==> config.mk <==
export PLATFORM = sky130hd
export DESIGN_NAME = msb_first_bit_packer
export DESIGN_NICKNAME = d
export VERILOG_FILES = /design/src/design/bp_pkg.sv /design/src/design/bp_ram.sv /design/src/design/bp_front.sv /design/src/design/bp_queue.sv /design/src/design/bp_back.sv /design/src/design/msb_first_bit_packer.sv
export SDC_FILE = /design/constraint.sdc
export NUM_CORES = 2
export LEC_CHECK = 0
export BUFFER_PORTS_ARGS = -buffer_cell sky130_fd_sc_hd__buf_2
export CELL_PAD_IN_SITES_DETAIL_PLACEMENT = 1
export CELL_PAD_IN_SITES_GLOBAL_PLACEMENT = 2
export CORE_MARGIN = 5
export CORE_UTILIZATION = 25
export DETAILED_ROUTE_END_ITERATION = 12
export PLACE_DENSITY = 0.47
export SETUP_SLACK_MARGIN = 0.3
export SLEW_MARGIN = 20
export SYNTH_ARGS = -nofsm -noshare
export SYNTH_HDL_FRONTEND = slang
export SYNTH_SLANG_ARGS = --single-unit
==> constraint.sdc <==
create_clock -name clk_i -period 6.6 [get_ports clk_i]
set_input_delay 0.33 -clock clk_i [delete_from_list [all_inputs] [get_ports clk_i]]
set_output_delay 0.33 -clock clk_i [all_outputs]
set_load 0.005 [all_outputs]
==> src/design/bp_pkg.sv <==
// Shared constants, types and command codes of the MSB-first bit packer.
package bp_pkg;

  localparam int STORE_BYTES = 256;
  localparam int STORE_BITS  = STORE_BYTES * 8;
  localparam int CUR_W       = $clog2(STORE_BITS + 1);
  localparam int NUM_WORDS   = (STORE_BYTES + 3) / 4;
  localparam int BANK_DEPTH  = NUM_WORDS / 2 + 1;
  localparam int BANK_AW     = (BANK_DEPTH > 1) ? $clog2(BANK_DEPTH) : 1;
  localparam int QUEUE_DEPTH = 2;
  localparam int QUEUE_AW    = $clog2(QUEUE_DEPTH);
  localparam int POS_W       = 12;

  typedef enum logic [1:0] {
    CMD_CLEAR       = 2'd0,
    CMD_OR_WRITE    = 2'd1,
    CMD_READ        = 2'd2,
    CMD_EXACT_WRITE = 2'd3
  } cmd_e;

  typedef enum logic [1:0] {
    BK_INIT,
    BK_IDLE,
    BK_MERGE,
    BK_CLEAR
  } back_state_e;

  // One classified command as it travels from the front to the back.
  typedef struct packed {
    cmd_e               cmd;
    logic [31:0]        value;
    logic [5:0]         count;
    logic [5:0]         shift;
    logic               swap;
    logic [BANK_AW-1:0] even_addr;
    logic [BANK_AW-1:0] odd_addr;
    logic               skip;
    logic               overrun;
    logic [POS_W-1:0]   pos;
  } op_t;

  // Access request to one word bank.
  typedef struct packed {
    logic               re;
    logic [BANK_AW-1:0] raddr;
    logic               we;
    logic [BANK_AW-1:0] waddr;
    logic [31:0]        wdata;
  } bank_req_t;

  typedef struct packed {
    logic full;
    logic empty;
  } queue_status_t;

endpackage

==> src/design/bp_ram.sv <==
// Generic simple dual-port RAM with a registered read port.
module bp_ram #(
  parameter int WIDTH = 32,
  parameter int DEPTH = 2,
  localparam int AW = (DEPTH > 1) ? $clog2(DEPTH) : 1
) (
  input  logic             clk_i,
  input  logic             we_i,
  input  logic [AW-1:0]    waddr_i,
  input  logic [WIDTH-1:0] wdata_i,
  input  logic             re_i,
  input  logic [AW-1:0]    raddr_i,
  output logic [WIDTH-1:0] rdata_o
);

  logic [WIDTH-1:0] mem_q [DEPTH];
  logic [WIDTH-1:0] rdata_q;

  always_ff @(posedge clk_i) begin
    if (we_i) begin
      mem_q[waddr_i] <= wdata_i;
    end
    if (re_i) begin
      rdata_q <= mem_q[raddr_i];
    end
  end

  assign rdata_o = rdata_q;

endmodule

==> src/design/bp_front.sv <==
// Front end: holds the bit cursor, checks bounds and classifies each command.
module bp_front (
  input  logic          clk_i,
  input  logic          rst_ni,
  input  logic          accept_i,
  input  logic [1:0]    cmd_i,
  input  logic [31:0]   value_i,
  input  logic [5:0]    bit_count_i,
  output bp_pkg::op_t   op_o
);
  import bp_pkg::*;

  localparam int WAW = CUR_W - 5;

  logic [CUR_W-1:0] cursor_q, cursor_d;
  logic [5:0]       count;
  logic [CUR_W:0]   sum;
  logic             ovr;
  logic             skip;
  logic [WAW-1:0]   word;
  logic [WAW:0]     word_p1;
  logic [6:0]       shift_full;
  cmd_e             cmd;

  always_comb begin
    cmd        = cmd_e'(cmd_i);
    count      = (bit_count_i > 6'd32) ? 6'd32 : bit_count_i;
    sum        = {1'b0, cursor_q} + (CUR_W + 1)'(count);
    ovr        = (cmd != CMD_CLEAR) && (count != 6'd0) &&
                 (sum > (CUR_W + 1)'(STORE_BITS));
    skip       = ovr || (count == 6'd0);
    word       = cursor_q[CUR_W-1:5];
    word_p1    = {1'b0, word} + (WAW + 1)'(1);
    // The field sits at offset o within a 64-bit pair of words; it is
    // right-aligned by shifting down 64 - o - count bits.
    shift_full = 7'd64 - {2'b00, cursor_q[4:0]} - {1'b0, count};

    if (cmd == CMD_CLEAR) begin
      cursor_d = '0;
    end else if (skip) begin
      cursor_d = cursor_q;
    end else begin
      cursor_d = sum[CUR_W-1:0];
    end

    op_o.cmd       = cmd;
    op_o.value     = value_i;
    op_o.count     = count;
    op_o.shift     = shift_full[5:0];
    op_o.swap      = word[0];
    op_o.even_addr = BANK_AW'(word_p1 >> 1);
    op_o.odd_addr  = BANK_AW'(word >> 1);
    op_o.skip      = skip;
    op_o.overrun   = ovr;
    op_o.pos       = POS_W'(cursor_d);
  end

  always_ff @(posedge clk_i or negedge rst_ni) begin
    if (!rst_ni) begin
      cursor_q <= '0;
    end else if (accept_i) begin
      cursor_q <= cursor_d;
    end
  end

endmodule

==> src/design/bp_queue.sv <==
// Short register FIFO of classified commands between front and back.
module bp_queue (
  input  logic                  clk_i,
  input  logic                  rst_ni,
  input  logic                  push_i,
  input  bp_pkg::op_t           op_i,
  input  logic                  pop_i,
  output bp_pkg::op_t           op_o,
  output bp_pkg::queue_status_t status_o
);
  import bp_pkg::*;

  op_t                 slot_q [QUEUE_DEPTH];
  logic [QUEUE_AW-1:0] wptr_q, rptr_q;
  logic [QUEUE_AW:0]   cnt_q;

  always_ff @(posedge clk_i or negedge rst_ni) begin
    if (!rst_ni) begin
      wptr_q <= '0;
      rptr_q <= '0;
      cnt_q  <= '0;
    end else begin
      if (push_i) begin
        wptr_q <= QUEUE_AW'(wptr_q + 1'b1);
      end
      if (pop_i) begin
        rptr_q <= QUEUE_AW'(rptr_q + 1'b1);
      end
      if (push_i && !pop_i) begin
        cnt_q <= cnt_q + 1'b1;
      end else if (!push_i && pop_i) begin
        cnt_q <= cnt_q - 1'b1;
      end
    end
  end

  always_ff @(posedge clk_i) begin
    if (push_i) begin
      slot_q[wptr_q] <= op_i;
    end
  end

  assign op_o           = slot_q[rptr_q];
  assign status_o.full  = (cnt_q == (QUEUE_AW + 1)'(QUEUE_DEPTH));
  assign status_o.empty = (cnt_q == '0);

endmodule

==> src/design/bp_back.sv <==
// Back end: performs store accesses, clearing sweeps and issues results.
module bp_back (
  input  logic                  clk_i,
  input  logic                  rst_ni,
  input  bp_pkg::op_t           head_i,
  input  logic                  empty_i,
  output logic                  pop_o,
  output bp_pkg::bank_req_t     even_req_o,
  output bp_pkg::bank_req_t     odd_req_o,
  input  logic [31:0]           even_rdata_i,
  input  logic [31:0]           odd_rdata_i,
  output logic                  init_o,
  output logic                  done_o,
  output logic [31:0]           read_value_o,
  output logic [11:0]           bit_position_o,
  output logic                  overrun_o
);
  import bp_pkg::*;

  back_state_e        state_q, state_d;
  logic [BANK_AW-1:0] cnt_q, cnt_d;
  op_t                op_q, op_d;
  logic               done_q, emit;
  logic [31:0]        rv_q, rv_d;
  logic [POS_W-1:0]   pos_q, pos_d;
  logic               ovr_q, ovr_d;

  logic [63:0] cat, mask64, data64, new_cat;
  logic [31:0] mask32, rd_bits, even_new, odd_new;
  logic        last;

  // Merge path: the two words holding the field form one 64-bit window.
  always_comb begin
    cat      = op_q.swap ? {odd_rdata_i, even_rdata_i} : {even_rdata_i, odd_rdata_i};
    mask32   = 32'((33'd1 << op_q.count) - 33'd1);
    mask64   = {32'd0, mask32} << op_q.shift;
    data64   = {32'd0, op_q.value & mask32} << op_q.shift;
    rd_bits  = 32'(cat >> op_q.shift) & mask32;
    if (op_q.cmd == CMD_EXACT_WRITE) begin
      new_cat = (cat & ~mask64) | data64;
    end else begin
      new_cat = cat | data64;
    end
    even_new = op_q.swap ? new_cat[31:0] : new_cat[63:32];
    odd_new  = op_q.swap ? new_cat[63:32] : new_cat[31:0];
  end

  assign last = (cnt_q == BANK_AW'(BANK_DEPTH - 1));

  always_comb begin
    state_d    = state_q;
    cnt_d      = cnt_q;
    op_d       = op_q;
    pop_o      = 1'b0;
    emit       = 1'b0;
    rv_d       = 32'd0;
    pos_d      = op_q.pos;
    ovr_d      = op_q.overrun;
    even_req_o = '0;
    odd_req_o  = '0;

    case (state_q)
      BK_INIT, BK_CLEAR: begin
        even_req_o.we    = 1'b1;
        even_req_o.waddr = cnt_q;
        odd_req_o.we     = 1'b1;
        odd_req_o.waddr  = cnt_q;
        if (last) begin
          state_d = BK_IDLE;
          emit    = (state_q == BK_CLEAR);
          ovr_d   = 1'b0;
        end else begin
          cnt_d = cnt_q + 1'b1;
        end
      end
      BK_IDLE: begin
        if (!empty_i) begin
          pop_o = 1'b1;
          op_d  = head_i;
          if (head_i.cmd == CMD_CLEAR) begin
            cnt_d   = '0;
            state_d = BK_CLEAR;
          end else if (head_i.skip) begin
            emit  = 1'b1;
            pos_d = head_i.pos;
            ovr_d = head_i.overrun;
          end else begin
            even_req_o.re    = 1'b1;
            even_req_o.raddr = head_i.even_addr;
            odd_req_o.re     = 1'b1;
            odd_req_o.raddr  = head_i.odd_addr;
            state_d          = BK_MERGE;
          end
        end
      end
      BK_MERGE: begin
        emit    = 1'b1;
        state_d = BK_IDLE;
        if (op_q.cmd == CMD_READ) begin
          rv_d = rd_bits;
        end else begin
          even_req_o.we    = 1'b1;
          even_req_o.waddr = op_q.even_addr;
          even_req_o.wdata = even_new;
          odd_req_o.we     = 1'b1;
          odd_req_o.waddr  = op_q.odd_addr;
          odd_req_o.wdata  = odd_new;
        end
      end
      default: begin
        state_d = BK_IDLE;
      end
    endcase
  end

  always_ff @(posedge clk_i or negedge rst_ni) begin
    if (!rst_ni) begin
      state_q <= BK_INIT;
      cnt_q   <= '0;
      done_q  <= 1'b0;
    end else begin
      state_q <= state_d;
      cnt_q   <= cnt_d;
      done_q  <= emit;
    end
  end

  always_ff @(posedge clk_i) begin
    op_q <= op_d;
    if (emit) begin
      rv_q  <= rv_d;
      pos_q <= pos_d;
      ovr_q <= ovr_d;
    end
  end

  assign init_o         = (state_q == BK_INIT);
  assign done_o         = done_q;
  assign read_value_o   = rv_q;
  assign bit_position_o = pos_q;
  assign overrun_o      = ovr_q;

endmodule

==> src/design/msb_first_bit_packer.sv <==
// Top level of the MSB-first bit packer: front, queue, back and two word banks.
// Reads and writes are popped by the back, read from both banks, then finish in BK_MERGE
// (a read takes its bits, a write merges them back); a skipped (overrun or zero-count)
// command gives its result at the pop, a clear after a sweep of all bank words. The
// queue takes commands as the back works; reset sweeps the banks to zero with busy high.
// The receiver cannot stall; each result is shown on done_o for one cycle.
module msb_first_bit_packer (
  input  logic        clk_i,
  input  logic        rst_ni,
  input  logic        start,
  output logic        busy,
  input  logic [1:0]  cmd_i,
  input  logic [31:0] value_i,
  input  logic [5:0]  bit_count_i,
  output logic        done_o,
  output logic [31:0] read_value_o,
  output logic [11:0] bit_position_o,
  output logic        overrun_o
);
  import bp_pkg::*;

  logic          accept;
  logic          pop;
  logic          init;
  op_t           front_op, head_op;
  queue_status_t qstat;
  bank_req_t     even_req, odd_req;
  logic [31:0]   even_rdata, odd_rdata;

  assign busy   = qstat.full || init;
  assign accept = start && !busy;

  bp_front u_front (
    .clk_i       (clk_i),
    .rst_ni      (rst_ni),
    .accept_i    (accept),
    .cmd_i       (cmd_i),
    .value_i     (value_i),
    .bit_count_i (bit_count_i),
    .op_o        (front_op)
  );

  bp_queue u_queue (
    .clk_i    (clk_i),
    .rst_ni   (rst_ni),
    .push_i   (accept),
    .op_i     (front_op),
    .pop_i    (pop),
    .op_o     (head_op),
    .status_o (qstat)
  );

  bp_back u_back (
    .clk_i          (clk_i),
    .rst_ni         (rst_ni),
    .head_i         (head_op),
    .empty_i        (qstat.empty),
    .pop_o          (pop),
    .even_req_o     (even_req),
    .odd_req_o      (odd_req),
    .even_rdata_i   (even_rdata),
    .odd_rdata_i    (odd_rdata),
    .init_o         (init),
    .done_o         (done_o),
    .read_value_o   (read_value_o),
    .bit_position_o (bit_position_o),
    .overrun_o      (overrun_o)
  );

  bp_ram #(.WIDTH(32), .DEPTH(BANK_DEPTH)) u_even_bank (
    .clk_i   (clk_i),
    .we_i    (even_req.we),
    .waddr_i (even_req.waddr),
    .wdata_i (even_req.wdata),
    .re_i    (even_req.re),
    .raddr_i (even_req.raddr),
    .rdata_o (even_rdata)
  );

  bp_ram #(.WIDTH(32), .DEPTH(BANK_DEPTH)) u_odd_bank (
    .clk_i   (clk_i),
    .we_i    (odd_req.we),
    .waddr_i (odd_req.waddr),
    .wdata_i (odd_req.wdata),
    .re_i    (odd_req.re),
    .raddr_i (odd_req.raddr),
    .rdata_o (odd_rdata)
  );

  a_no_push_when_full: assert property (@(posedge clk_i) disable iff (!rst_ni)
    accept |-> !qstat.full)
    else $error("queue written while full");

  a_no_pop_when_empty: assert property (@(posedge clk_i) disable iff (!rst_ni)
    pop |-> !qstat.empty)
    else $error("queue read while empty");

  a_overrun_reads_zero: assert property (@(posedge clk_i) disable iff (!rst_ni)
    (done_o && overrun_o) |-> (read_value_o == 32'd0))
    else $error("overrun result carries read data");

  a_no_result_in_init: assert property (@(posedge clk_i) disable iff (!rst_ni)
    init |-> !done_o)
    else $error("result issued during reset sweep");

endmodule

### Yosys cells after proc, flatten, opt, wreduce, memory -nomap -nowiden

Memory sizes are Yosys's and may differ from the RTL's. A register that Yosys moved wholly into a read port is not among the register bits.
Cells that the tools add are included.

* order comparisons: 2
* bitwise logic cells: 7
* eq/ne operators: 12
* shift-type cells: 4
* mux-type cells: 54
* add/sub/neg operators: 10
* reductions and logical operators: 24

Operators by type and width (count)
* 32-bit two-way mux: 4
* 64-bit two-way mux: 2
* 64-bit bitwise OR: 2
* 32-bit by 6-bit left shift with 64-bit output: 2
* 39-bit two-way mux: 2
* 12-bit two-way mux: 6
* 32-bit AND: 2
* 64-bit AND: 1
* 64-bit inverter: 1
* 64-bit by 6-bit >> shifter with 32-bit output: 1
* 7-bit two-way mux: 8
* 1-bit by 6-bit left shift with 32-bit output (first input constant): 1
* 32-bit by 1-bit subtractor with 32-bit output (second input constant): 1
* 7-bit one-hot mux with 2 select lines: 2
* 6-bit two-way mux: 4
* 1-bit two-way mux: 16
* 12-bit by 6-bit adder with 13-bit output: 1
* 13-bit by 12-bit greater-than comparator with 1-bit output (second input constant): 1
* 2-bit two-way mux: 6
* 6-bit one-hot mux with 2 select lines: 1
* 2-bit equality test (second input constant): 5
* 2-bit logical NOT: 4
* 7-bit by 1-bit adder with 7-bit output (second input constant): 1
* 6-bit by 1-bit adder with 6-bit output (second input constant): 1
* 25 further kinds: 38

* bits of input ports: 43
* output and inout port bits: 47
* memories: 3
* register bits: 142
* word-level logic and storage cells: 135
* RAM bits: 2258

Memories
* u_even_bank.mem_q: depth 33, bits a word 32, read ports 1, clocked after memory_dff 1, write ports 1, RTL line bp_ram.sv:16 `logic [WIDTH-1:0] mem_q [DEPTH];`
* u_odd_bank.mem_q: depth 33, bits a word 32, read ports 1, clocked after memory_dff 1, write ports 1, RTL line bp_ram.sv:16
* u_queue.slot_q: depth 2, bits a word 73, read ports 1, clocked after memory_dff 0, write ports 1, RTL line bp_queue.sv:13 `op_t slot_q [QUEUE_DEPTH];`

### Depth between registers and ports, before layout

* depth in word-level cells: 12
* depth in mapped cells: 18
* mapped depth without buffers: 13

### Modules after synthesis

From an unflattened synthesis, not the netlist that was laid out.

* cells, all modules: 7416
* area total of the unflattened synthesis: 111075.3 um^2

Modules (own cells, without submodules)
* bp_ram: cells each 2207, area an instance 42096.6 um^2, instances 2, seq. area each 32671.3 um^2
* bp_back: cells each 2486, area an instance 19077.0 um^2, instances 1, seq. area each 3738.6 um^2
* bp_queue: cells each 243, area an instance 5701.7 um^2, instances 1, seq. area each 4484.3 um^2
* bp_front: cells each 271, area an instance 2089.5 um^2, instances 1, seq. area each 300.3 um^2
* msb_first_bit_packer: cells each 2, area an instance 13.8 um^2, instances 1, seq. area each 0.0 um^2

### Worst setup path after synthesis

OpenSTA, ideal clock, no wires.

* kind: reg2reg
* start: register u_back.op_q[36] in the netlist's numbering
* end: memory u_odd_bank.mem_q[0][2] (data pin)
* path buffers: 3
* arrival: 5.225 ns
* slack: 0.900 ns
* setup time: 0.475 ns
* stages on the path, launching flop included: 15
* required time: 6.125 ns
* clock period less this slack: 5.700 ns
* path through: edfxtp_1 buf_4 nor4_2 nand2_1 ha_1 buf_2 buf_2 nor4b_1 nand3_1 a31o_2 a31o_2 mux4_2 a211oi_1 a211oi_1 a211oi_1

RTL lines
* from (decl): RTL line bp_back.sv:22 `op_t op_q, op_d;`
* from (signal assigned): RTL line bp_back.sv:129 `op_q <= op_d;`
* to (decl): RTL line bp_ram.sv:16

==> metrics <==
status complete, no violations; Critical Path Start Type flip-flop; multiplexer share of the synthesized area 4.33%; Iter 0 DRT Violations 6899; clk_skew 0.0707 ns; synthesized net count 8953; register area share after synthesis 66.9%; Synth async-reset ratio 1.01%; Post-Synth XOR/XNOR Area 0.173%; largest family of logic cells by synthesized area simple AND/OR/NAND/NOR gates; first-pass GRT wire length 679000 um; # DRC 0; Reg clk slew, reported paths 0.06 ns; Ys Warns 0; RSZ-0062 raised after global routing no; DRT Wirelength 492000 um; initial core utilization 25.1%; CP max stage delay 0.89 ns; drt wl/cell 32.5 um; CTS max path bufs 4; Die X 675 um; # resized after CTS 0; share of the synthesized area in the top cell type 66.3%; Pleak 42.5 nW; Finished Cell Area 130000 um2; number of buffers created by CTS 290; most frequent CP cell buf_4; Peak VDD IR 344 uV; initial antenna violation count 25; nets@finish 9082; GPL Wtd Cong 0.934; Setup TNS Final 0 ns; vias after detailed routing 80000; clock root cell clkbuf_16; Synth cell types 106; Slew @ Worst Pin 1.20 ns; flop and latch count out of synthesis 2464; synthesized instance count 8884; commonest cells in the netlist edfxtp_1, nand2_1, nand3_1, clkbuf_1, nor2_1; count leader, synth edfxtp_1; post-CTS setup buffers 0; Relative slew margins 17.6%; Max Clock Freq 0.169 GHz; clock sinks 2464; Congestion Overflow GR 0; Tcrit/Tclk final 89.4%; Critical Path Sink Type flip-flop; post-route met1 wirelength 232000 um; CP required 7.15 ns; area post-placement 121000 um2; Core Footprint 441000 um2; worst skew pair latency 0.93 ns; Fin. Hold Viols 0; met2 wire len 223000 um; largest net degree at the start of global routing 142; die span in y 675 um; final number of max-transition violations 0; # rows 244; number of synthesized flops with an enable pin 2439; WS Path Type flip-flop to flip-flop; CP max stage cell o211ai_1; max-cap violations 0; HPWL after DPL 314000 um; Layout fillers 47300; CP max FO 33; ys flop type edfxtp_1; min Tclk post-route 5.90 ns; vias in the first global route 81400; r2r setup slk 0.70 ns; post-synthesis simple-gate area fraction 14.2%; PD cells 524 nW/um2; DR pass1 iterations 5; CTS H-tree lvls 5; Buffers on Ports 89; io pins 90; Syn-to-layout area delta 17.9%; vias per cell 5.28; share of layout cells above drive strength 1 14.8%; Adder-Cell Fraction of Synth Area 0.308%; TritonCTS clock tree built; CP Cell Sequence buf_4 > nand3_1 > ha_1 > buf_4 > o21bai_1 > a21boi_0 > a31oi_1 > a21bo_2 > o211ai_1 > a222oi_1 > nor3b_1 > buf_4 > a21oi_4; CTS Hold Buffers Added 41; Final ANT Viol Nets 0; Die ar. 455000 um2; max layer used met4; Arr. time, crit path 6.45 ns; largest area contributor in the netlist edfxtp_1; met3 wire length 22100 um; Worst Hold Class primary input to async pin; final setup fails 0; Compound-Gate Fraction of Synth Area 11.4%; Netlist Area Pre-Place 110000 um2; dominant cells by area after synthesis edfxtp_1, nand2_1, nand3_1; Synth Area per Inst 12.4 um2; GRT Resource Usage Total 20.9%
## cells in the final DEF, fill, tap and decap left out, types with 30 or more instances in the layout
master         Yosys  final
edfxtp_1        2439   2439
nand2_1         1278   1265
nand3_1          711    711
nor2_1           559    489
o211ai_1         438    438
or3_1            404    404
buf_4              5    375
a21oi_1          344    325
clkbuf_16          0    293
nor3_1           249    247
a31oi_1          231    225
mux2_2           174    174
mux2i_1          161    158
o21ai_0          148    145
o311ai_0         136    136
o22ai_1          112     96
buf_2             47     89
clkinv_1           5     76
nor2_4             0     68
clkbuf_1         589     61
mux4_2            52     52
buf_12             0     48
clkinv_2           0     43
dlygate4sd3_1      0     41
a211oi_1          44     38
inv_1             39     34
o221ai_1          30     30
## final cells by class
class	count	area [um2]	share of cell area [%]
Inverter	45	199	0.153
Clock buffer	354	7560	5.81
Antenna cell	12	30.0	0.0231
Tap cell	5904	7390	5.67
Timing Repair Buffer	561	4820	3.71
Multi-Input combinational cell	5651	34900	26.8
Clock inverter	164	1390	1.06
Sequential cell	2464	73900	56.7
## per-stage QoR
step / utilization (%) / power (W) / instances / hold slack [ns] / setup slack [ns]
floorplan: - / 0.0376 / 8884 / 0.0344 / 0.900
detailed placement: 27.4 / 0.0528 / 14600 / 0.464 / 0.843
global route: 29.5 / 0.0712 / 15100 / 0.104 / 0.523
CTS: 29.5 / 0.0687 / 15100 / 0.0484 / 0.798
global placement: 27.4 / 0.0528 / 14600 / 0.471 / 0.808
finish: 29.5 / 0.0682 / 15200 / 0.0981 / 0.698
## registers in the layout, summed over array words and instances (netlist names), 12 cells and up
signal,flops
u_odd_bank.mem_q,1056
u_back.read_value_o,32
u_front.cursor_q,12
u_odd_bank.rdata_o,32
u_queue.slot_q,146
u_back.bit_position_o,12
u_even_bank.mem_q,1056
u_even_bank.rdata_o,32
u_back.op_q,72
## routing by layer
| metal | global-route usage (%) | vias up |
|---|---|---|
| met4 | 5.88 | 0 |
| met5 | 0 | - |
| li1 | - | 34500 |
| met3 | 2.56 | 583 |
| met1 | 30.1 | 42700 |
| met2 | 33.0 | 2129 |
## where the power goes
part	switching, W	internal [W]
combinational	0.0228	0.00880
clock	0.00672	0.00878
sequential	0.00115	0.0200
## critical path, delay by kind of cell (launching register included)
family	cells	cell delay, ns
AO/OA/AOI/OAI	7	3.74
buffers and inverters	3	0.75
flip-flops	1	0.40
AND/OR/NAND/NOR	2	0.34
adder cells (fa/ha/maj)	1	0.23
## worst paths after layout
path | start | to | depth (start not counted)
max | u_back.op_q[33]$_DFFE_PP_ | u_odd_bank.mem_q[18][11]$_DFFE_PP_ | 13
max in group asynchronous | rst_ni | u_queue.rptr_q$_DFFE_PN0P_ | 2
min | rst_ni | u_back.cnt_q[1]$_DFFE_PN0P_ | 2
min in group clk_i | start | u_front.cursor_q[11]$_DFFE_PN0P_ | 4
max reg2reg | u_back.op_q[33]$_DFFE_PP_ | u_odd_bank.mem_q[18][11]$_DFFE_PP_ | 13
min reg2reg | u_queue.cnt_q[1]$_DFFE_PN0P_ | u_queue.cnt_q[1]$_DFFE_PN0P_ | 1
## kinds of logic (layout without fill, tap and decap cells)
logic type               after synthesis  count (layout)
other                                  0              12
XOR/XNOR                              21              21
buffers and inverters                769            1124
flip-flops                          2464            2464
adder cells (fa/ha/maj)               26              26
multiplexers                         389             389
AO/OA/AOI/OAI                       1821            1821
AND/OR/NAND/NOR                     3394            3394
Power figures use the tool's default switching activity.
